### src/rtl/core/rgb_grad_pkg.sv
package rgb_grad_pkg;

	localparam int COORD_WIDTH     = 16;
	localparam int RATIO_FRAC_BITS = 16;
	localparam int COLOR_WIDTH     = 24;
	localparam int CHAN_WIDTH      = 8;
	localparam int CHAN_MAX        = 8'hFF;

	// coordinate difference and its square
	localparam int DIFF_WIDTH = COORD_WIDTH + 1;
	localparam int MAG_WIDTH  = COORD_WIDTH;
	localparam int SQ_WIDTH   = 2 * MAG_WIDTH;
	// sum of squares, padded to a whole number of bit pairs
	localparam int SUM_WIDTH  = SQ_WIDTH + 2;
	// floor root of the sum of squares
	localparam int ROOT_WIDTH = (SUM_WIDTH + 1) / 2;
	localparam int ROOT_CELLS = ROOT_WIDTH;
	// quotient of dc * 2^F / de
	localparam int NUM_WIDTH  = ROOT_WIDTH + RATIO_FRAC_BITS;
	localparam int QUO_WIDTH  = NUM_WIDTH;
	localparam int DIV_CELLS  = QUO_WIDTH;

	// item traveling along the root chain
	typedef struct packed {
		logic                          valid;
		logic                          bypass;
		logic [COLOR_WIDTH-1:0]        start_color;
		logic [COLOR_WIDTH-1:0]        end_color;
		logic [SUM_WIDTH-1:0]          rem_e;
		logic [ROOT_WIDTH-1:0]         root_e;
		logic [SUM_WIDTH-1:0]          rem_c;
		logic [ROOT_WIDTH-1:0]         root_c;
		logic [SUM_WIDTH-1:0]          src_e;
		logic [SUM_WIDTH-1:0]          src_c;
	} root_item_t;

	// item traveling along the divider chain
	typedef struct packed {
		logic                          valid;
		logic                          bypass;
		logic [COLOR_WIDTH-1:0]        start_color;
		logic [COLOR_WIDTH-1:0]        end_color;
		logic [ROOT_WIDTH:0]           rem;
		logic [NUM_WIDTH-1:0]          num;
		logic [QUO_WIDTH-1:0]          quo;
		logic [ROOT_WIDTH-1:0]         den;
	} div_item_t;

endpackage

### src/rtl/core/rgb_grad_root_cell.sv
// one restoring root digit for both distances, one bit pair per cell
module rgb_grad_root_cell (
	input  logic                    clk,
	input  logic                    arst_n,
	input  rgb_grad_pkg::root_item_t in_item,
	output rgb_grad_pkg::root_item_t out_item
);
	import rgb_grad_pkg::*;

	root_item_t nxt;
	logic [SUM_WIDTH-1:0] trial_e;
	logic [SUM_WIDTH-1:0] trial_c;
	logic [1:0]           pair_e;
	logic [1:0]           pair_c;
	logic [SUM_WIDTH-1:0] src_sh_e;
	logic [SUM_WIDTH-1:0] src_sh_c;

	// shift in next bit pair of the radicand and try the digit
	always_comb begin
		nxt      = in_item;
		src_sh_e = in_item.src_e << 2;
		src_sh_c = in_item.src_c << 2;
		pair_e   = in_item.src_e[SUM_WIDTH-1 -: 2];
		pair_c   = in_item.src_c[SUM_WIDTH-1 -: 2];
		trial_e  = {in_item.rem_e[SUM_WIDTH-3:0], pair_e};
		trial_c  = {in_item.rem_c[SUM_WIDTH-3:0], pair_c};
		nxt.src_e = src_sh_e;
		nxt.src_c = src_sh_c;
		if (trial_e >= SUM_WIDTH'({in_item.root_e, 2'b01})) begin
			nxt.rem_e  = trial_e - SUM_WIDTH'({in_item.root_e, 2'b01});
			nxt.root_e = {in_item.root_e[ROOT_WIDTH-2:0], 1'b1};
		end else begin
			nxt.rem_e  = trial_e;
			nxt.root_e = {in_item.root_e[ROOT_WIDTH-2:0], 1'b0};
		end
		if (trial_c >= SUM_WIDTH'({in_item.root_c, 2'b01})) begin
			nxt.rem_c  = trial_c - SUM_WIDTH'({in_item.root_c, 2'b01});
			nxt.root_c = {in_item.root_c[ROOT_WIDTH-2:0], 1'b1};
		end else begin
			nxt.rem_c  = trial_c;
			nxt.root_c = {in_item.root_c[ROOT_WIDTH-2:0], 1'b0};
		end
	end

	// hand the item on to the next cell
	always_ff @(posedge clk or negedge arst_n) begin
		if (!arst_n) begin
			out_item <= '0;
		end else begin
			out_item <= nxt;
		end
	end

endmodule

### config.mk
export PLATFORM = sky130hd
export DESIGN_NAME = rgb_grad_root_cell
export DESIGN_NICKNAME = d
export VERILOG_FILES = /design/src/rtl/core/rgb_grad_pkg.sv /design/src/rtl/core/rgb_grad_root_cell.sv
export SDC_FILE = /design/constraint.sdc
export NUM_CORES = 1
export LEC_CHECK = 0
export BUFFER_PORTS_ARGS = -buffer_cell sky130_fd_sc_hd__buf_2
export CORE_AREA = 2 2 169 171
export DETAILED_ROUTE_END_ITERATION = 7
export DIE_AREA = 0 0 171 173
export GPL_ROUTABILITY_DRIVEN = 1
export PLACE_DENSITY = 0.56
export SETUP_SLACK_MARGIN = 0.3
export SYNTH_ARGS = -nofsm -noshare
export SYNTH_HDL_FRONTEND = slang
export SYNTH_SLANG_ARGS = --single-unit
### constraint.sdc
create_clock -name clk -period 1.05 [get_ports clk]
set_input_delay 0.105 -clock clk [delete_from_list [all_inputs] [get_ports clk]]
set_output_delay 0.105 -clock clk [all_outputs]
set_load 0.05 [all_outputs]
* Word level (Yosys, flattened, before mapping)
Index checks and enable logic that the tools add are counted.
Cells by class: muxes and demuxes 2, $add $sub $neg 2, order comparisons 2
Operator list (number):
- $mux W51 | 2
- $ge A34 B19 Y1 | 2
- $sub A34 B19 Y34 | 2
Storage, ports and cells: output and inout bits 220, flip-flop bits (word level) 216, bits of input ports 222, word-level logic and storage cells 16

* Logic depth before layout (Yosys ltp)
depth after elaboration 2, gate-level depth with buffers 12

* Worst setup path before layout
No wires, ideal clock.
path kind input -> register, from input port in_item[123] in the netlist's numbering, to register out_item[168] in the netlist's numbering, data arrival time 2.325 ns, data required time 0.971 ns, cell stages on the path 10, path slack -1.354 ns, cell sequence inv_1 ha_1 a21oi_1 nand2_1 a211oi_2 a21oi_1 a211o_1 a2111o_1 nor4_1 xor2_1
RTL lines:
- from (decl) | line rgb_grad_root_cell.sv:5 | input rgb_grad_pkg::root_item_t in_item,
- to (signal assigned) | line rgb_grad_root_cell.sv:50 | out_item <= nxt;
- to (decl) | line rgb_grad_root_cell.sv:6 | output rgb_grad_pkg::root_item_t out_item

==> out/qor.yml <==
cells_and_area:
  largest_register: "out_item"
  drive_above_1_share: 0.5524
  fin_util: 0.6846
  fillCellCount: 1846
  fin_nets: 1846
  largestRegisters: "out_item (216)"
  syn_to_final_growth_pct: 121.2
  largest_reg_flops: 216
  fin_area_sq_um: 18910
clock_network:
  cts-root-buf: "clkbuf_16"
  cts_tree: "built"
  htreeDepth: 1
  clockBufferDepth: 3
  clk_pin_slew_ps: 60
  numCtsBuffers: 25
  cts_sinks: 216
floorplan:
  pin_count: 442
  core-area_sq_um: 27630
  die_y_um: 173
  core.rowCount: 61
  die-area_sq_um: 29580
  start_util: 0.3095
  dieWidth_um: 171
timing:
  finalWorstSetupSlack_ps: -1061
  setup_viol: 286
  hold_viol_final: 6
  whs_ps: -22.55
  rsz0062_at_grt: "yes"
  post-route-min-period_ps: 2111
  finalSetupTns_ps: -92240
  fin_crit_sh: 2.011
  fmax_mhz: 473.7
  slew_violations: 0
grt:
  grt_antenna_before_repair: 10
  track_usage: 0.2462
  grt.overflow.total: 0
  grt_pass1_wl_um: 56600
  grt_pass1_vias: 9994
  grt_max_degree: 66
yosys:
  synth.largest_area_cell: "dfrtp_1"
  syn_area_per_cell_sq_um: 12.46
  synth_area_sq_um: 8551
  synth_top_area_frac: 0.6321
  synth_edf_count: 0
  synth.most_common_cell: "dfrtp_1"
  seq_area_frac_synth: 0.6321
  ys_warn_count: 0
  synthTopCellsByArea: "dfrtp_1 63%, ha_1 5.6%, xor2_1 3.2%, xnor2_1 2.9%, a21oi_1 2.6%"
  ys_types: 67
  synth.ff_latch_count: 216
  synth_ff_type: "dfrtp_1"
  synthCells: 686
  synthArstFlopShare: 1.000
  synthTopCellsByCount: "216 x dfrtp_1, 44 x a21oi_1, 42 x inv_1, 42 x nand2_1, 41 x nor2_1"
detailed_routing:
  drc: 0
  vias_per_cell: 4.617
  wl_per_cell_um: 19.52
  first_iter_violations: 432
  finalWirelength_um: 38790
  antenna_left: 0
  vias: 9173
  drt-pass1-iter-count: 4
worst_hold_path:
  min_path_type: "in -> reg"
critical_path:
  start_kind: "input port"
  end_kind: "register"
  critPathMaxFanout: 9
  cp.required_ps: 1470
  crit_arrival_ps: 2540
  crit_type: "in -> reg"
place:
  gp_congestion: 0.8363
  dpl_cell_area_sq_um: 12890
  portBuffers: 433
  hpwl_um: 23940
power:
  p_leak_uw: 0.008948
  peakVddDrop_mv: 1.599
  p_per_area_nw_per_um2: 1441
run:
  drv_cap: 0
status:
  status: "finished, violations left"
  violations: "negative hold slack, negative setup slack"
per-stage QoR:
| stage | std cells | worst slack (ps) | power [uW] |
|---|---|---|---|
| after floorplan | 689 | -1209 | 13180 |
| after global placement | 1663 | -1497 | 15700 |
| after detailed placement | 1663 | -1526 | 15730 |
| after CTS | 1964 | -931.5 | 26990 |
| after global routing | 1987 | -1076 | 28310 |
| final | 1987 | -1061 | 27260 |
metal layers:
layer,vias to the layer above,GRT usage,share of wire
li1,4198,-,-
met3,110,0.05196,0.061
met2,353,0.4464,0.53
met1,4506,0.2806,0.37
met4,6,0.09499,0.042
met5,-,0,0.00088
kinds of logic after synthesis:
family,share of synthesized area
DFF,0.6321
and+or+nand+nor,0.1117
AOI/OAI and AO/OA,0.1078
xor gates and xnor gates,0.06043
buffers and inverters,0.02795
adders and majority gates,0.05560
muxes,0.003951
other,0.0004386
power breakdown:
group | internal [uW] | switching (uW) | total (uW)
logic | 3740 | 4880 | 8620
registers | 8990 | 373 | 9360
clock network | 5530 | 3750 | 9280
total | 18300 | 9000 | 27300
final cells by class:
class / count / area (sq um) / area share
clock buffer: 33 / 705.7 / 0.03731
tap: 378 / 473.0 / 0.02500
antenna: 5 / 12.51 / 0.0006615
inverter: 43 / 183.9 / 0.009724
timing repair buffer: 884 / 7934 / 0.4195
multi-input combinational: 416 / 4028 / 0.2129
sequential: 216 / 5405 / 0.2858
clock inverter: 12 / 172.7 / 0.009129
critical path: stages:
cell	delay, ps
buf_6	90
or4_4	540
or3_4	390
a31o_4	220
a211o_4	340
inv_6	70
buf_4	110
nand2_4	80
buf_6	140
bufbuf_16	270
o21ai_2	120
a21oi_2	50
cells in the final DEF (no fill, tap or decap), drive strengths merged, types with 31 or more instances in the layout:
master,synthesis,layout
xor2,31,31
dlygate4sd3,0,214
inv,43,46
o21ai,33,33
ha,38,38
clkbuf,6,33
nor2,41,41
buf,8,669
dfrtp,216,216
nand2,43,43
a21oi,44,44
path summary, 6_finish.rpt:
kind	from	endpoint	slack, ps	cells past startpoint
setup / recovery	in_item[107]	out_item[101]	-1060	12
hold / removal	in_item[33]	out_item[86]	-20	4
max in group asynchronous	arst_n	out_item[173]	460	3
min in group asynchronous	arst_n	out_item[179]	0	2
repair_timing:
action,CTS,global route
endpoints found under the hold margin,427,4
cloned,5,0
pin swaps,46,37
endpoints found under the setup margin,286,286
hold buffers,213,2
setup buffers,38,17
resized for setup,568,99
Power figures use the tool's default switching activity.
