<file path="src/rtl/core/rgb_grad_pkg.sv">
package rgb_grad_pkg;

	localparam int COORD_WIDTH     = 16;
	localparam int RATIO_FRAC_BITS = 16;
	localparam int COLOR_WIDTH     = 24;
	localparam int CHAN_WIDTH      = 8;
	localparam int CHAN_MAX        = 8'hFF;

	// coordinate difference and its square
	localparam int DIFF_WIDTH = COORD_WIDTH + 1;
	localparam int MAG_WIDTH  = COORD_WIDTH;
	localparam int SQ_WIDTH   = 2 * MAG_WIDTH;
	// sum of squares, padded to a whole number of bit pairs
	localparam int SUM_WIDTH  = SQ_WIDTH + 2;
	// floor root of the sum of squares
	localparam int ROOT_WIDTH = (SUM_WIDTH + 1) / 2;
	localparam int ROOT_CELLS = ROOT_WIDTH;
	// quotient of dc * 2^F / de
	localparam int NUM_WIDTH  = ROOT_WIDTH + RATIO_FRAC_BITS;
	localparam int QUO_WIDTH  = NUM_WIDTH;
	localparam int DIV_CELLS  = QUO_WIDTH;

	// item traveling along the root chain
	typedef struct packed {
		logic                          valid;
		logic                          bypass;
		logic [COLOR_WIDTH-1:0]        start_color;
		logic [COLOR_WIDTH-1:0]        end_color;
		logic [SUM_WIDTH-1:0]          rem_e;
		logic [ROOT_WIDTH-1:0]         root_e;
		logic [SUM_WIDTH-1:0]          rem_c;
		logic [ROOT_WIDTH-1:0]         root_c;
		logic [SUM_WIDTH-1:0]          src_e;
		logic [SUM_WIDTH-1:0]          src_c;
	} root_item_t;

	// item traveling along the divider chain
	typedef struct packed {
		logic                          valid;
		logic                          bypass;
		logic [COLOR_WIDTH-1:0]        start_color;
		logic [COLOR_WIDTH-1:0]        end_color;
		logic [ROOT_WIDTH:0]           rem;
		logic [NUM_WIDTH-1:0]          num;
		logic [QUO_WIDTH-1:0]          quo;
		logic [ROOT_WIDTH-1:0]         den;
	} div_item_t;

endpackage

</file>
<file path="src/rtl/core/rgb_grad_div_cell.sv">
// one restoring quotient bit per cell
module rgb_grad_div_cell (
	input  logic                   clk,
	input  logic                   arst_n,
	input  rgb_grad_pkg::div_item_t in_item,
	output rgb_grad_pkg::div_item_t out_item
);
	import rgb_grad_pkg::*;

	logic [ROOT_WIDTH+1:0] trial;
	logic                  take;

	// shift next numerator bit into the remainder and compare
	always_comb begin
		trial = {in_item.rem, in_item.num[NUM_WIDTH-1]};
		take  = trial >= (ROOT_WIDTH+2)'(in_item.den);
	end

	// hand the item on to the next cell
	always_ff @(posedge clk or negedge arst_n) begin
		if (!arst_n) begin
			out_item <= '0;
		end else begin
			out_item.valid       <= in_item.valid;
			out_item.bypass      <= in_item.bypass;
			out_item.start_color <= in_item.start_color;
			out_item.end_color   <= in_item.end_color;
			out_item.den         <= in_item.den;
			out_item.num         <= in_item.num << 1;
			out_item.quo         <= {in_item.quo[QUO_WIDTH-2:0], take};
			out_item.rem         <= take
				? (ROOT_WIDTH+1)'(trial - (ROOT_WIDTH+2)'(in_item.den))
				: (ROOT_WIDTH+1)'(trial);
		end
	end

endmodule

</file>
<file path="config.mk">
export PLATFORM = sky130hd
export DESIGN_NAME = rgb_grad_div_cell
export DESIGN_NICKNAME = d
export VERILOG_FILES = /design/src/rtl/core/rgb_grad_pkg.sv /design/src/rtl/core/rgb_grad_div_cell.sv
export SDC_FILE = /design/constraint.sdc
export NUM_CORES = 1
export LEC_CHECK = 0
export ABC_CLOCK_PERIOD_IN_PS = 800
export BUFFER_PORTS_ARGS = -buffer_cell sky130_fd_sc_hd__buf_4
export CAP_MARGIN = 10
export CORE_MARGIN = 2
export CORE_UTILIZATION = 39
export DETAILED_ROUTE_END_ITERATION = 10
export PLACE_DENSITY = 0.76
export RECOVER_POWER = 25
export SYNTH_ARGS = -nofsm -noshare
export SYNTH_HDL_FRONTEND = slang
export SYNTH_SLANG_ARGS = --single-unit
export TNS_END_PERCENT = 20
</file>
<file path="constraint.sdc">
create_clock -name clk -period 0.8 [get_ports clk]
set_input_delay 0.08 -clock clk [delete_from_list [all_inputs] [get_ports clk]]
set_output_delay 0.08 -clock clk [all_outputs]
set_load 0.01 [all_outputs]
</file>
After elaboration in Yosys (flattened, before gate mapping)
Cells that the tools add are included.

Add/subtract/negate cells: 1. $lt $le $gt $ge: 1. Muxes and demuxes: 1.

Operators by type and width (number): $ge A19 B17 Y1 (1); $mux W18 (1); $sub A18 B17 Y18 (1).

Word-level logic and storage cells: 11. Bits in registers: 150. Output and inout bits: 151. Input bits: 153.

Longest topological paths before layout
Word-level depth: 2. Depth in mapped cells: 11.

Least setup slack after synthesis
No wires, ideal clock.

Kind: input port to flip-flop. Start point: input in_item[82] (netlist name). End point: register out_item[99] (netlist name). Data arrival time: 2.143 ns. Stages: 10. Data required time: 0.675 ns. Library setup time: 0.125 ns. Path buffers: 0. Slack: -1.468 ns. Path through: inv_1 -> ha_1 -> inv_1 -> fa_1 -> a21o_1 -> a221oi_2 -> o21bai_2 -> a2111oi_2 -> and4b_1 -> mux2_4.

Cells in the longest elaborated chain, start to end: 2. Elaborated cells between the ends (all ways): 3. Those cells by class: add/sub (1); order compare (1); mux (1).

RTL lines: from (decl) (line rgb_grad_div_cell.sv:5) `input rgb_grad_pkg::div_item_t in_item,`; $sub A18 B17 Y18 / $ge A19 B17 Y1 (equally long branches) (line rgb_grad_div_cell.sv:32, rgb_grad_div_cell.sv:16); $mux W18 (*) (line rgb_grad_div_cell.sv:32) `? (ROOT_WIDTH+1)'(trial - (ROOT_WIDTH+2)'(in_item.den))`; to (decl) (line rgb_grad_div_cell.sv:6) `output rgb_grad_pkg::div_item_t out_item`.

Every way passes the cells marked *; elsewhere a longest branch is shown, timed or not.

Worst setup path in the final report
Same ends and word-level chain as after synthesis.

==> results by stage <==
Outcome:
- The run finished, with violations left.
- The final reports fail on negative hold slack, negative setup slack.

STA:
- The number of failing setup endpoints in the final timing report is 169.
- The final critical path takes up 256% of the cycle.
- The smallest hold slack is -0.0384 ns.
- The number of slew-limit violations in the final report was 0.
- The headroom to the max-slew limit is 66.3%.
- The total count of hold-check failures in the final report is 1.
- Static timing analysis puts the maximum clock frequency at 489 MHz.
- Setup repair after global routing could not meet its margin everywhere.
- The actual slew at the worst max-slew pin is 0.505 ns.
- The routed design could run at a clock period as short as 2.04 ns.
- The least setup slack across all paths after layout is -1.24 ns.

Worst setup path:
- The number of buffer and inverter stages on the critical path is 3.
- Data on the critical path arrives at its endpoint at 2.36 ns.
- Walking the worst path, the cells encountered are buf_12 > inv_12 > ha_4 > inv_2 > fa_2 > a21o_1 > a221oi_4 > o21bai_2 > a2111oi_2 > and4b_1 > mux2_4.
- The worst setup path is of the input port to flip-flop kind.
- The type of element launching the critical path is an input port.
- The slowest stage cell on the critical path is sky130_fd_sc_hd__a221oi_4.
- The maximum fanout encountered on the critical timing path is 2.
- STA classifies the critical path endpoint as a flip-flop.
- Data on the critical path is required at its endpoint by 1.12 ns.
- The delay of the slowest cell on the worst path is 0.37 ns.
- On the critical path the largest part of the delay comes from compound AO/OA/AOI/OAI gates.

Die:
- The initial utilization of the core area, before any placement, comes to 39.8%.
- In this run the standard cell core region covers 12600 µm².
- The initialized floorplan defines 41 standard-cell rows.
- The die footprint is 13800 µm².
- The die boundary height is 118 µm.
- The horizontal die dimension is 118 µm.
- The number of primary I/O pins is 304.

Synth:
- For this run, the leading register cell type out of synthesis is sky130_fd_sc_hd__dfrtp_1.
- Yosys mapped the design onto 50 distinct sky130hd cell types.
- During synthesis, Yosys emitted a total of 0 warnings.
- For this run, the register share of the synthesized area comes to 74.7%.
- The synthesized netlist occupies a cell area of 5020 µm².
- Yosys mapped a number of flops with a built-in enable equal to 0.
- The proportion of synthesized flip-flops having asynchronous set or reset is 100%.
- After technology mapping, the gate count stands at 327.
- The average instance in the mapped netlist occupies 15.4 µm².
- The post-synthesis sequential element count is 150.
- When the netlist entered floorplanning its net count stood at 498.

Cells and area:
- The register with the most flip-flops in the final layout is out_item.
- The proportion of layout cells with a drive suffix above 1 is 54.9%.
- The area used by sequential logic in the layout is 3750 µm².
- The multi-input combinational cells in the finished layout cover a total of 1550 µm².
- The area overhead of the layout relative to synthesis is 124%.
- The count of cells in the finished layout, fillers not included, comes to 1057.
- The number of nets at the end of the flow is 1042.
- The flip-flop count of the largest register, all copies and words added is 150.
- The library cells used most frequently in the layout, excluding fill and tap cells, are sky130_fd_sc_hd__buf_4, sky130_fd_sc_hd__buf_6, sky130_fd_sc_hd__dfrtp_1.
- Leaving out fill and tap cells, the most frequent cell in the layout is sky130_fd_sc_hd__buf_4.
- The largest registers in the layout are out_item (150).
- The filler cells instantiated in the layout total 457.

Global route:
- For met1 alone, demand over resource in global routing was 48.5%.
- The maximum number of pins on one net before global-route repair is 32.
- The met2 layer usage reported by global route is 70.0%.
- The global-route met3 utilization is 12.8%.
- Global routing consumed, over all layers together, 41.7% of the routing resources.
- The wire length of the first global-routing pass is 41.9 mm.
- The via count of the first global-routing pass is 6072.
- The global routing stage identified its most utilized layer as met2.
- The initial antenna violation count is 2.
- Global routing finished with a remaining overflow of 0.

CTS:
- The TritonCTS clock tree is yes.
- The H-tree was split into 4 levels.
- Counting the buffers created by CTS gives 17.
- CTS placed an instance of sky130_fd_sc_hd__clkbuf_16 at the clock tree root.
- The clock transition at the register clock pins on the worst setup and hold paths after CTS is 0.07 ns.
- No sink is reached through more buffers than the 2 on the longest clock path.
- The clock net in this run drives a total of 150 sinks.
- The number of buffers added to fix hold violations after cts is 146.

Routing:
- The number of DRC markers in iteration 0 is 570.
- The mean routed wirelength per cell is 29.3 µm.
- The post-detailed-route DRC marker count is 0.
- Wires add up to 30.9 mm.
- The first detailed-routing pass took 7 iterations.
- Once detail routing completed, the nets flagged for antenna violations numbered 0.
- Detailed routing inserted a total of 5801 vias.
- The average vias per placed instance is 5.49.

Power:
- The peak supply drop is 2420 µV.
- Power spread over the standard cell area amounts to 2000 nW/µm².
- The analysis attributes to cell leakage a power of 5.38 nW.

Place:
- The estimated wirelength of the detail-placed design is 14.1 mm.
- Prior to clock tree synthesis, the placed netlist has a worst setup slack of -1.61 ns.
- The count of buffers added on input and output ports is 301.
- The number of placed instances, taps included, is 853.
- The congestion estimate from routability-driven global placement came to 0.921.

Worst hold path:
- In this run the worst hold path is classified as input port to flip-flop.

Flow run:
- The tool flagged a number of max-cap violations equal to 0.
[per-layer routing]
metal	part of all wire, %	wire length (µm)	up-vias
met5	0	0	-
met4	8.3	2580	0
met3	9.3	2870	191
met2	48	14800	528
met1	34	10700	2871
li1	-	-	2211
[Yosys cell counts (6+ instances only)]
library cell                n  area share, %
sky130_fd_sc_hd__mux2_2    12            2.7
sky130_fd_sc_hd__a21o_1     6           0.90
sky130_fd_sc_hd__o21ai_0    7           0.70
sky130_fd_sc_hd__nand3_1    9           0.90
sky130_fd_sc_hd__nand2_1   10           0.75
sky130_fd_sc_hd__a21oi_1   21            2.1
sky130_fd_sc_hd__nor2_1     9           0.67
sky130_fd_sc_hd__dfrtp_1  150             75
sky130_fd_sc_hd__inv_1     20            1.5
sky130_fd_sc_hd__xnor2_1    7            1.2
sky130_fd_sc_hd__ha_1      17            4.2
[report_power, final]
part           switching, mW  total [mW]  internal [mW]
registers              0.371        8.48           8.11
logic                   2.41        5.56           3.15
clock network           3.50        8.50           5.00
total                   6.28        22.5           16.3
[stage by stage]
step | cell area [µm²] | util [%] | setup TNS, ns | total power, mW
4_1_cts | 11200 | 88.6 | -45.51 | 21.5
2_1_floorplan | 5110 | - | -19.49 | 9.62
3_3_place_gp | 8030 | 63.6 | -25.33 | 11.8
3_5_place_dp | 8030 | 63.6 | -26.72 | 11.9
6_report | 11300 | 89.4 | -54.01 | 22.5
5_1_grt | 11300 | 89.4 | -59.13 | 23.0
[timing repair]
item	4_1_cts	5_1_grt
setup endpoints to repair	169	169
setup buffers	19	8
pin swaps	31	13
resized for setup	223	17
gates cloned	2	0
hold endpoints to repair	297	2
[final timing paths]
path / cells after the start / startpoint / slack [ns] / to
max in group asynchronous: 3 / arst_n / 0 / out_item[7]
min in group asynchronous: 2 / arst_n / 0.22 / out_item[72]
hold / removal: 2 / in_item[83] / -0.04 / out_item[84]
setup / recovery: 11 / in_item[82] / -1.24 / out_item[99]
[final cells by class]
cell class | instances | share of cell area (%)
diodes | 2 | 0.0444
clock buffers | 21 | 3.99
clock inverters | 10 | 1.30
inverters | 21 | 1.03
multi-input cells | 148 | 13.8
flip-flops and latches | 150 | 33.3
well taps | 172 | 1.91
repair buffers | 531 | 44.5
repair inverters | 2 | 0.178
[logic make-up (layout without fill, tap and decap cells)]
| logic type | Yosys count | count (layout) | synth area share, % |
|---|---|---|---|
| DFF | 150 | 150 | 74.7 |
| other | 1 | 3 | 0.0746 |
| and+or+nand+nor | 47 | 47 | 4.91 |
| muxes | 18 | 18 | 4.06 |
| buffers and inverters | 29 | 585 | 2.61 |
| xor gates and xnor gates | 10 | 10 | 1.74 |
| AOI/OAI and AO/OA | 54 | 54 | 7.27 |
| adders and majority gates | 18 | 18 | 4.63 |
No activity file was read; power rests on OpenSTA's default activity.
