[src/rtl/core/rgb_grad_pkg.sv]
package rgb_grad_pkg;

	localparam int COORD_WIDTH     = 16;
	localparam int RATIO_FRAC_BITS = 16;
	localparam int COLOR_WIDTH     = 24;
	localparam int CHAN_WIDTH      = 8;
	localparam int CHAN_MAX        = 8'hFF;

	// coordinate difference and its square
	localparam int DIFF_WIDTH = COORD_WIDTH + 1;
	localparam int MAG_WIDTH  = COORD_WIDTH;
	localparam int SQ_WIDTH   = 2 * MAG_WIDTH;
	// sum of squares, padded to a whole number of bit pairs
	localparam int SUM_WIDTH  = SQ_WIDTH + 2;
	// floor root of the sum of squares
	localparam int ROOT_WIDTH = (SUM_WIDTH + 1) / 2;
	localparam int ROOT_CELLS = ROOT_WIDTH;
	// quotient of dc * 2^F / de
	localparam int NUM_WIDTH  = ROOT_WIDTH + RATIO_FRAC_BITS;
	localparam int QUO_WIDTH  = NUM_WIDTH;
	localparam int DIV_CELLS  = QUO_WIDTH;

	// item traveling along the root chain
	typedef struct packed {
		logic                          valid;
		logic                          bypass;
		logic [COLOR_WIDTH-1:0]        start_color;
		logic [COLOR_WIDTH-1:0]        end_color;
		logic [SUM_WIDTH-1:0]          rem_e;
		logic [ROOT_WIDTH-1:0]         root_e;
		logic [SUM_WIDTH-1:0]          rem_c;
		logic [ROOT_WIDTH-1:0]         root_c;
		logic [SUM_WIDTH-1:0]          src_e;
		logic [SUM_WIDTH-1:0]          src_c;
	} root_item_t;

	// item traveling along the divider chain
	typedef struct packed {
		logic                          valid;
		logic                          bypass;
		logic [COLOR_WIDTH-1:0]        start_color;
		logic [COLOR_WIDTH-1:0]        end_color;
		logic [ROOT_WIDTH:0]           rem;
		logic [NUM_WIDTH-1:0]          num;
		logic [QUO_WIDTH-1:0]          quo;
		logic [ROOT_WIDTH-1:0]         den;
	} div_item_t;

endpackage

[src/rtl/core/rgb_grad_blend.sv]
// channel blend: multiply stage, then add, saturate and pack
module rgb_grad_blend (
	input  logic                   clk,
	input  logic                   arst_n,
	input  rgb_grad_pkg::div_item_t in_item,
	output logic                   done,
	output logic [rgb_grad_pkg::COLOR_WIDTH-1:0] pixel_color
);
	import rgb_grad_pkg::*;

	localparam int PROD_WIDTH = QUO_WIDTH + CHAN_WIDTH + 2;
	localparam int ACC_WIDTH  = PROD_WIDTH + 1;

	logic                         valid_s1;
	logic                         bypass_s1;
	logic [COLOR_WIDTH-1:0]       start_s1;
	logic signed [PROD_WIDTH-1:0] prod_s1 [3];
	logic [CHAN_WIDTH-1:0]        chan [3];

	// signed difference times ratio per channel
	always_ff @(posedge clk or negedge arst_n) begin
		if (!arst_n) begin
			valid_s1 <= 1'b0;
		end else begin
			valid_s1 <= in_item.valid;
		end
	end

	always_ff @(posedge clk) begin
		bypass_s1 <= in_item.bypass;
		start_s1  <= in_item.start_color;
		for (int i = 0; i < 3; i++) begin
			prod_s1[i] <= PROD_WIDTH'(
				$signed({1'b0, in_item.end_color[i*CHAN_WIDTH +: CHAN_WIDTH]})
				- $signed({1'b0, in_item.start_color[i*CHAN_WIDTH +: CHAN_WIDTH]}))
				* $signed({1'b0, in_item.quo});
		end
	end

	// add start, floor shift and saturate
	always_comb begin
		logic signed [ACC_WIDTH-1:0] acc;
		logic [ACC_WIDTH-1:0]        q;
		for (int i = 0; i < 3; i++) begin
			acc = $signed({{(ACC_WIDTH-CHAN_WIDTH-RATIO_FRAC_BITS){1'b0}},
				start_s1[i*CHAN_WIDTH +: CHAN_WIDTH], {RATIO_FRAC_BITS{1'b0}}})
				+ ACC_WIDTH'(prod_s1[i]);
			q = ACC_WIDTH'(acc >>> RATIO_FRAC_BITS);
			if (acc < 0) begin
				chan[i] = '0;
			end else if (q > ACC_WIDTH'(CHAN_MAX)) begin
				chan[i] = CHAN_WIDTH'(CHAN_MAX);
			end else begin
				chan[i] = q[CHAN_WIDTH-1:0];
			end
		end
	end

	always_ff @(posedge clk or negedge arst_n) begin
		if (!arst_n) begin
			done <= 1'b0;
		end else begin
			done <= valid_s1;
		end
	end

	always_ff @(posedge clk) begin
		pixel_color <= bypass_s1 ? start_s1 : {chan[2], chan[1], chan[0]};
	end

endmodule

[config.mk]
export PLATFORM = sky130hd
export DESIGN_NAME = rgb_grad_blend
export DESIGN_NICKNAME = d
export VERILOG_FILES = /design/src/rtl/core/rgb_grad_pkg.sv /design/src/rtl/core/rgb_grad_blend.sv
export SDC_FILE = /design/constraint.sdc
export NUM_CORES = 2
export LEC_CHECK = 0
export ABC_CLOCK_PERIOD_IN_PS = 7160
export BUFFER_PORTS_ARGS = -buffer_cell sky130_fd_sc_hd__clkbuf_2
export CORE_MARGIN = 10
export CORE_UTILIZATION = 55
export CTS_BUF_LIST = sky130_fd_sc_hd__clkbuf_16
export DETAILED_ROUTE_END_ITERATION = 10
export PLACE_DENSITY_LB_ADDON = 0.3
export SLEW_MARGIN = 15
export SYNTH_ARGS = -nofsm -noshare
export SYNTH_HDL_FRONTEND = slang
export SYNTH_SLANG_ARGS = --single-unit
[constraint.sdc]
create_clock -name clk -period 7.16 [get_ports clk]
set_input_delay 1.074 -clock clk [delete_from_list [all_inputs] [get_ports clk]]
set_output_delay 1.074 -clock clk [all_outputs]
set_load 0.02 [all_outputs]
; ---- Yosys cells after proc, flatten, opt, wreduce, memory -nomap -nowiden
; Memory sizes are Yosys's and may differ from the RTL's.
; Index checks and enable logic that the tools add are counted.
[word_totals]
ff_bits = 51
ram_bits = 129
out_inout_bits = 25
wordCells = 28
n_memories = 1
[mem_list]
columns = name, depth, word_bits, rd, rd_ports_with_merged_regs, write_ports, line
row1 = prod_s1, 3, 43, 3, 0, 3, rgb_grad_blend.sv:17  ; logic signed [PROD_WIDTH-1:0] prod_s1 [3];
[op_classes]
add_sub_neg = 6
mul = 3
n_lt_le_gt_ge = 6
mux = 7
[op_table]
columns = operator, count
row1 = adder 25 x 43 -> 44 bit, 3
row2 = "> comparator 44 x 8 -> 1 bit, second input constant", 3
row3 = "< comparator 44 x 1 -> 1 bit, second input constant", 3
row4 = multiplier 9 x 34 -> 43 bit, 3
row5 = two-way mux 8 bit, 6
row6 = subtractor 8 x 8 -> 9 bit, 3
row7 = two-way mux 24 bit, 1

; ---- Logic depth before layout (Yosys ltp)
[depth]
depth_word = 5
mapped_depth = 32
ltp_nobuf = 31

; ---- Least setup slack after synthesis
; No wires, ideal clock.
[synth_timing]
path_type = in2reg
start = input port in_item[117] (netlist name)
end = memory prod_s1[0][128] (netlist name)
arrival_time_ns = 7.629
setup_slack_ns = -0.584
path_stages = 29
path_buffers = 1
path_cell_list = inv_1 ha_1 fa_1 nor2b_1 o21ai_0 nand2b_1 a21oi_1 o21ai_0 xor2_1 clkbuf_1 nand2_1 fa_1 fa_1 inv_1 fa_1 fa_1 inv_1 fa_1 inv_1 ha_1 nand4_1 or4_1 a31oi_2 o31a_1 o2111a_2 o211ai_4 a211oi_4 o211ai_1 and3_1
[synth_rtl]
columns = item, line
row1 = start: declaration, rgb_grad_blend.sv:5  ; input rgb_grad_pkg::div_item_t in_item,
row2 = end: declaration, rgb_grad_blend.sv:17

==> results_dict.tcl <==
set metrics [dict create \
    status "complete, but fails checks" \
    violations "negative setup slack" \
    synthCells 3515 \
    hp-class "reg -> reg" \
    crit_type "in -> reg" \
    routed_via_density 5.592 \
    h-tree-depth 4 \
    maxCapViolCount 0 \
    drc 0 \
    grt_max_degree 44 \
    syn_area_um2 33090 \
    die_h_um 265.3 \
    slowest_delay_ns 0.57 \
    timing.final.crit_share_pct 102.0 \
    slew_viol_final 0 \
    clock_tree.root_cell "clkbuf_16" \
    tns_ns -0.7662 \
    rows 89 \
    hold_viol_final 0 \
    end_kind "flip-flop" \
    finalNonFillerCells 4679 \
    drtAntennaViolNets 0 \
    vias 26160 \
    holdPathStages 0 \
    hp-start "valid_s1" \
    synth_edf_count 0 \
    cts_buffers 17 \
    ios 178 \
    die_area_um2 70370 \
    relSlewSlack_pct 29.65 \
    layout_commonest_cell "fa_1" \
    area.growth.synth_to_final_pct 18.03 \
    placedInstanceArea_um2 37230 \
    post-place-cells 4617 \
    reg2reg_slack_ns 3.47 \
    worstMarginPinSlew_ns 1.044 \
    port_buffers 109 \
    cp.arrival_ns 7.66 \
    finish.utilization_pct 65.92 \
    rsz0062_at_grt "yes" \
    setup_violations 10 \
    required_ns 7.52 \
    r2r_end "pixel_color[6]" \
    synth-main-ff-cell "dfxtp_1" \
    clock_latency_ns 0.47 \
    wl_per_cell_um 18.16 \
    syn_nets 4670 \
    drive_above_1_share_pct 18.98 \
    gr-total-overflow 0 \
    initial_utilization_pct 55.85 \
    rr_startpoint "prod_s1[0][17]" \
    gp_congestion 0.8805 \
    max_freq_mhz 136.9 \
    holdPathEnd "done" \
    clkSinkCount 132 \
    drtIter0Drc 1691 \
    num-nets-final 5046 \
    firstDrtPassIters 5 \
    cp_top_family "adder cells" \
    crit_fanout 7 \
    yosys_register_bits 132 \
    core_um2 59240 \
    cts_hold_buf 0 \
    final_cell_mix "fa_1 (649), and2_1 (430), inv_1 (404)" \
    yosysSeqAreaShare_pct 8.017 \
    crit_top_cell "fa_1" \
    cts_tree "yes" \
    slowest_stage "fa_1" \
    die_w_um 265.3 \
    r2r_cells 10 \
    ys_warn_count 0 \
    critPathBufInv 8 \
    async_flop_share_pct 1.515 \
    fin_area_um2 39050 \
    ys_types 80 \
    grt_pass1_wl_um 138300 \
    antenna_found_initial 5 \
    grt_pass1_vias 27270 \
    postSynthAreaPerCell_um2 9.413 \
    min_period_ns 7.304 \
    grtUsageTotal_pct 24.11 \
    clk_pin_slew_ns 0.07 \
    routed_wl_um 84980 \
    dp_hpwl_um 66620 \
    worst_clock_skew_ns 0.01434 \
    setup_ws_ns -0.1444 \
    crit_path_start_kind "input pin" \
    clockBufferDepth 2 \
]
==> repair_timing <==
action                                  4_1_cts  5_1_grt
cloned                                        2        4
resized for setup                            47      176
hold endpoints to repair                      0        0
endpoints found under the setup margin       36       57
pin swaps                                    42      123
setup buffers                                 9       16
==> sequential cells by signal, indices dropped and copies added (netlist names) <==
| register | count |
|---|---|
| prod_s1 | 81 |
| done | 1 |
| start_s1 | 24 |
| bypass_s1 | 1 |
| valid_s1 | 1 |
| pixel_color | 24 |
==> cell usage after synthesis, types with 4 or more instances <==
library cell / instances / share of area (%)
a21boi_0: 5 / 0.11
o31ai_1: 5 / 0.11
nand4_1: 24 / 0.45
a31oi_1: 12 / 0.23
and4_1: 9 / 0.24
xor2_1: 48 / 1.3
a41oi_1: 5 / 0.13
o21a_1: 16 / 0.36
and3_1: 24 / 0.45
o2111ai_1: 4 / 0.11
mux2i_1: 5 / 0.15
buf_1: 4 / 0.045
ha_1: 345 / 13
nor3b_1: 5 / 0.11
mux2_2: 4 / 0.14
nor2b_1: 21 / 0.40
xnor2_1: 71 / 1.9
o21ai_0: 67 / 1.0
a21oi_1: 131 / 2.0
clkbuf_1: 153 / 1.7
a32oi_1: 8 / 0.21
nor4_1: 5 / 0.095
nor2_1: 169 / 1.9
o211ai_1: 12 / 0.27
or2_2: 23 / 0.43
a2111oi_0: 11 / 0.29
o21bai_1: 13 / 0.29
nand2_1: 241 / 2.7
fa_1: 657 / 40
inv_1: 414 / 4.7
a311oi_1: 4 / 0.11
a221oi_1: 6 / 0.16
dfxtp_1: 130 / 7.9
or3_1: 5 / 0.095
nand2b_1: 200 / 3.8
nor3_1: 24 / 0.36
and2_1: 440 / 8.3
a21o_1: 78 / 1.8
nand3_1: 33 / 0.50
a221o_1: 8 / 0.24
a211o_1: 6 / 0.16
a211oi_1: 16 / 0.36
==> area by class of cell <==
class                   instances  area [um2]
fillers                      4662       20190
clock inverters                15       108.9
diodes                          2       5.005
clock buffers                  17       425.4
well taps                     773       967.2
inverters                     414        1564
flip-flops and latches        132        2654
repair buffers                518        4054
multi-input cells            2808       29270
==> metrics by stage <==
stage                     worst slack (ns)  hold slack, ns
final                              -0.1444          0.3525
after global routing               -0.3464          0.3592
after CTS                         -0.02497          0.3547
after detailed placement           -0.8646          0.3387
after global placement             -0.8161          0.3358
after floorplan                    -0.2156          0.3312
==> layer usage <==
layer	vias up	wire length (um)	GRT usage, %
met2	767	41780	40.65
li1	11960	-	-
met3	125	5183	3.737
met4	6	2151	6.802
met1	13300	35830	31.78
met5	-	41	0
==> kinds of logic after synthesis <==
kind of cell	after synthesis	synth area share, %
multiplexers	9	0.2874
buffers and inverters	576	6.610
AO/OA/AOI/OAI	434	8.724
XOR/XNOR	119	3.150
AND/OR/NAND/NOR	1243	20.41
flip-flops	132	8.017
adder cells (fa/ha/maj)	1002	52.80
==> how the worst max path moves through the flow <==
| stage | end | cells after the start | slack (ns) | from |
|---|---|---|---|---|
| final | prod_s1[0][42] | 32 | -0.14 | in_item[126] |
| after global routing | prod_s1[0][42] | 32 | -0.35 | in_item[126] |
| after CTS | prod_s1[0][38] | 31 | -0.02 | in_item[126] |
| after detailed placement | prod_s1[0][36] | 30 | -0.86 | in_item[101] |
| after global placement | prod_s1[0][36] | 30 | -0.82 | in_item[101] |
| after floorplan | prod_s1[0][128] | 30 | -0.22 | in_item[142] |
Power is left out: the tool's default activity adds up to more than one toggle a clock period on the data nets, which glitch-free logic cannot reach.
